### config.mk
export PLATFORM = sky130hd
export DESIGN_NAME = ekmf_alu
export DESIGN_NICKNAME = d
export VERILOG_FILES = /design/src/rtl/ekmf_pkg.sv /design/src/rtl/ekmf_alu.sv
export SDC_FILE = /design/constraint.sdc
export NUM_CORES = 1
export LEC_CHECK = 0
export ABC_AREA = 1
export CAP_MARGIN = 20
export CORE_ASPECT_RATIO = 1.2
export CORE_MARGIN = 2
export CORE_UTILIZATION = 50
export DETAILED_ROUTE_END_ITERATION = 7
export DONT_BUFFER_PORTS = 1
export PLACE_DENSITY_LB_ADDON = 0.1
export SYNTH_ARGS = -nofsm -noshare
export SYNTH_HDL_FRONTEND = slang
export SYNTH_SLANG_ARGS = --single-unit
### constraint.sdc
create_clock -name vclk -period 1.35
set_input_delay 0 -clock vclk [all_inputs]
set_output_delay 0 -clock vclk [all_outputs]
set_load 0.05 [all_outputs]
### src/rtl/ekmf_pkg.sv
`timescale 1ns / 1ps
`default_nettype none

package ekmf_pkg;

   localparam int VAL_W = 17;
   localparam int SUM_W = 20;

   localparam logic [VAL_W-1:0] RES_MAX = 17'h1FFFF;
   localparam logic [SUM_W-1:0] SUM_MAX = 20'hFFFFF;

   typedef enum logic [1:0] {
      CMD_WRITE = 2'd0,
      CMD_RUN   = 2'd1,
      CMD_READ  = 2'd2
   } cmd_type;

   typedef enum logic [1:0] {
      ALU_MIN     = 2'd0,
      ALU_SUB_SAT = 2'd1,
      ALU_ADD_SAT = 2'd2
   } alu_op_type;

   typedef struct packed {
      alu_op_type       op;
      logic [VAL_W-1:0] a;
      logic [VAL_W-1:0] b;
   } alu_req_type;

endpackage

`default_nettype wire

### src/rtl/ekmf_alu.sv
`timescale 1ns / 1ps
`default_nettype none

module ekmf_alu (
   input  wire  ekmf_pkg::alu_req_type      alu_req,
   output logic [ekmf_pkg::VAL_W-1:0]       alu_result
);
   import ekmf_pkg::*;

   logic [VAL_W:0] sum;
   logic [VAL_W:0] diff;

   assign sum  = {1'b0, alu_req.a} + {1'b0, alu_req.b};
   assign diff = {1'b0, alu_req.a} - {1'b0, alu_req.b};

   always_comb begin
      unique case (alu_req.op)
         ALU_MIN:     alu_result = diff[VAL_W] ? alu_req.a : alu_req.b;
         ALU_SUB_SAT: alu_result = diff[VAL_W] ? '0 : diff[VAL_W-1:0];
         ALU_ADD_SAT: alu_result = sum[VAL_W] ? RES_MAX : sum[VAL_W-1:0];
         default:     alu_result = '0;
      endcase
   end

endmodule

`default_nettype wire
==> flow_summary_export.csv, run 1 <==
group,metric,value,unit
run_status,status,"aborted with a tool error",
run_status,flow.stopped_at,"global routing (5_1_grt)",
run_status,tool.error,"[ERROR GRT-0232] Routing congestion too high. Check the congestion heatmap in the GUI.",
logic_synthesis,yosysSeqAreaShare,0,%
logic_synthesis,yosysUniqueCellTypes,30,
clock_tree,cts_hold_buf,0,
global_routing,overflow,25,
die,die_w,73.1,µm
global_routing,grt_usage,75.0,%
place,postPlaceCellArea,0.00423,mm²
place,globalplace.congestion,1.00,
timing,worst_endpoint_kind,"output port",
die,die_h,86.9,µm
logic_synthesis,ys_warn_count,0,
die,rows,30,
place,port_buffers,0,
logic_synthesis,syn_inst,565,
timing,worst_endpoint,"alu_result[14]",
global_routing,grt_max_degree,18,
logic_synthesis,synth.avg_cell_area,5.07,µm²
logic_synthesis,syn_nets,637,
logic_synthesis,mappedNetlistArea,0.00287,mm²
die,io_pins,53,
place,hpwlAfterDp,9.74,mm
die,start_util,51.2,%
## routing by layer
metal | track usage (%) | overflow
met4 | 75.6 | 13
met5 | 17.1 | 0
met3 | 58.7 | 0
met1 | 75.7 | 1
met2 | 91.1 | 11
## synthesized netlist by cell type, types with 2 or more instances
master    count  area, µm²
nor2_1       26       97.6
fa_1          2       40.0
nand2_2       4       25.0
inv_1       108        405
xor2_1        6       52.6
nand4_1      10       62.6
nand3_1      83        415
ha_1         34        425
inv_2         3       11.3
nand3b_1     16        120
buf_2         6       30.0
a21oi_1      20        100
nand2_4       2       22.5
o21ai_0      10       50.1
nor2_2        2       12.5
nand3_2       2       20.0
nor3_1        3       15.0
nand2_1     212        796
buf_6         5       56.3
## timing repair
action                                  4_1_cts
pin swaps                                    51
hold endpoints to repair                      0
gates resized for setup                     108
gates cloned                                  1
buffers inserted                             11
endpoints found under the setup margin       17
## cell families after synthesis
kind of cell | share of synthesized area (%)
xor+xnor | 2.14
buf+inv | 17.9
simple gates | 57.3
compound gates | 6.38
fa+ha+maj | 16.2
## through the flow
stage	worst slack [ns]	utilization, %	std cells	setup TNS (ns)
after floorplan	-0.102	-	565	-1.50
after detailed placement	-0.393	75.6	726	-5.56
after global placement	-0.401	75.6	726	-5.12
after CTS	-0.171	85.0	737	-2.62
==> run 2, diff against run 1 <==
--- a/config.mk
+++ b/config.mk
@@ -7,12 +7,11 @@
 export LEC_CHECK = 0
 export ABC_AREA = 1
 export CAP_MARGIN = 20
-export CORE_ASPECT_RATIO = 1.2
 export CORE_MARGIN = 2
-export CORE_UTILIZATION = 50
+export CORE_UTILIZATION = 35
 export DETAILED_ROUTE_END_ITERATION = 7
 export DONT_BUFFER_PORTS = 1
-export PLACE_DENSITY_LB_ADDON = 0.1
+export PLACE_DENSITY_LB_ADDON = 0.15
 export SYNTH_ARGS = -nofsm -noshare
 export SYNTH_HDL_FRONTEND = slang
 export SYNTH_SLANG_ARGS = --single-unit
==> constraint.sdc (replaced) <==
create_clock -name vclk -period 1.8
set_input_delay 0 -clock vclk [all_inputs]
set_output_delay 0 -clock vclk [all_outputs]
set_load 0.05 [all_outputs]
==> run 2 against run 1 <==
The flow now finishes without violations. Synthesized cell count is the same. Synthesized area is the same.
==> flow_summary_export.csv, run 2 <==
group,metric,value,unit
run_status,status,"finished, final reports clean",
route,firstDrtPassIters,4,
logic_synthesis,netlist_top_cells_area,"nand2_1, ha_1, nand3_1",
critical_path,crit_arrival,1.71,ns
hold_path,min_path_cells,4,
timing,slew_headroom,78.4,%
critical_path,crit_chain,"inv_1 > ha_1 > fa_2 > inv_2 > nand4_1 > nand2_2 > nand2_1 > nand3_1 > nand4_1 > nand3_1 > buf_12",
critical_path,end_kind,"output port",
route,vias_per_cell,5.07,
power,p_per_area,430,mW/mm²
logic_synthesis,mappedNetlistArea,0.00287,mm²
route,routed_wirelength,10.7,mm
place,globalplace.congestion,0.897,
route,first_iter_violations,275,
place,dp_slack,-0.0170,ns
finish,nNetsFinal,690,
global_routing,grt_usage,24.0,%
place,port_buffers,0,
run,cap_violations,0,
logic_synthesis,syn_nets,637,
power,power,1650,µW
route,routed-wl-met2,4.74,mm
finish,area_growth,33.7,%
critical_path,critPathLaunchType,"input port",
critical_path,max_stage_delay,0.36,ns
timing,timing.fmax,0.585,GHz
finish,layout_common_cells,"nand2_1, inv_1, nand3_1, buf_4, nor2_1",
hold_path,hp-class,"input port to output port",
logic_synthesis,yosysUniqueCellTypes,30,
timing,slew_violations,0,
logic_synthesis,syn_inst,565,
critical_path,required,1.80,ns
die,die_h,94.5,µm
die,start_util,35.4,%
finish,drive_above_1_share,18.3,%
timing,worst_slack,0.0893,ns
global_routing,grt_pass1_vias,3445,
finish,final_common_cell,"nand2_1",
power,irDropWorstVdd,0.000233,V
power,leakagePower,0.00223,µW
logic_synthesis,synth.avg_cell_area,5.07,µm²
route,drc,0,
die,die-area,0.00893,mm²
logic_synthesis,ys_warn_count,0,
die,rows,33,
global_routing,grt_max_degree,18,
timing,worst_slew_pin_slew,0.323,ns
logic_synthesis,synth_top_area_share,27.8,%
timing,setup_viol_count_final,0,
clock_tree,cts_hold_buf,0,
global_routing,grt_pass1_wl,16.9,mm
finish,clkbuf_count,0,
route,vias,3657,
global_routing,overflow,0,
logic_synthesis,yosysSeqAreaShare,0,%
route,met3_length,590,µm
logic_synthesis,yosys.area.top_type,"nand2_1",
die,die_w,94.5,µm
critical_path,critPathKind,"input port to output port",
critical_path,crit_start,"alu_req[17]",
die,core,0.00809,mm²
route,maxUsedRoutingLayer,"met4",
route,ant_nets,0,
logic_synthesis,post-synth-top-count-cell,"nand2_1",
route,wire_per_inst,14.9,µm
die,io_pins,53,
route,drt-met1-wl,5.36,mm
critical_path,cp_slowest_cell,"fa_2",
timing,period_minus_slack,1.71,ns
finish,seq_area,0,µm²
timing,fin_worst_hold_slack,0.395,ns
critical_path,cp_max_fo,3,
global_routing,antenna_found_initial,0,
finish,design.seq.count,0,
finish,fill_cells,920,
place,hpwlAfterDp,9.04,mm
finish,n_antenna_cell,0,
timing,post-route-period-util,95.0,%
timing,hold_viol_final,0,
critical_path,crit_end,"alu_result[14]",
logic_synthesis,yosys-top-cells-count,"nand2_1, inv_1, nand3_1",
## run 2: how the worst min path moves through the flow
stage / start / end / slack, ns
2_1_floorplan: alu_req[11] / alu_result[11] / 0.51
3_3_place_gp: alu_req[8] / alu_result[8] / 0.41
3_5_place_dp: alu_req[0] / alu_result[0] / 0.41
4_1_cts: alu_req[0] / alu_result[0] / 0.41
5_1_grt: alu_req[0] / alu_result[0] / 0.43
6_report: alu_req[30] / alu_result[13] / 0.39
## run 2: metrics by stage
step	util [%]	cells	setup TNS, ns	instance area (µm²)
final	47.3	721	0	3830
after floorplan	-	565	0	2870
after CTS	44.8	721	0	3630
after detailed placement	44.7	721	-0.0170	3620
after global placement	44.7	721	-0.0351	3620
after global routing	47.3	721	-0.157	3830
## run 2: cells by family after synthesis
kind of cell	Yosys count	synth area share, %
AO/OA/AOI/OAI	33	6.38
AND/OR/NAND/NOR	365	57.3
XOR/XNOR	7	2.14
adder cells (fa/ha/maj)	36	16.2
buffers and inverters	124	17.9
## run 2: timing repair
item                       CTS  global route
gates resized for setup      2            46
pin swaps                    0            13
buffers inserted             0             0
setup endpoints to repair    1            17
## run 2: critical path, delay by kind of cell
family | cells | cell delay, ns
simple gates | 6 | 0.86
fa+ha+maj | 2 | 0.57
buf+inv | 3 | 0.27
## run 2: metal layers
layer | vias up | global-route usage, %
met4 | 0 | 1.93
met5 | - | 0
met1 | 1678 | 36.4
li1 | 1862 | -
met2 | 115 | 38.8
met3 | 2 | 1.20
## run 2: report_power, final
part | internal [µW] | switching [µW]
Clock | 0 | 0
Combinational | 682 | 964
Sequential | 0 | 0
Total | 682 | 964
## run 2: final cells by class
| type | count | area (µm²) | area share (%) |
|---|---|---|---|
| well taps | 105 | 131 | 3.43 |
| repair buffers | 64 | 733 | 19.1 |
| inverters | 111 | 417 | 10.9 |
| multi-input cells | 441 | 2550 | 66.5 |
Note: power is estimated with default switching activity, not from simulation.
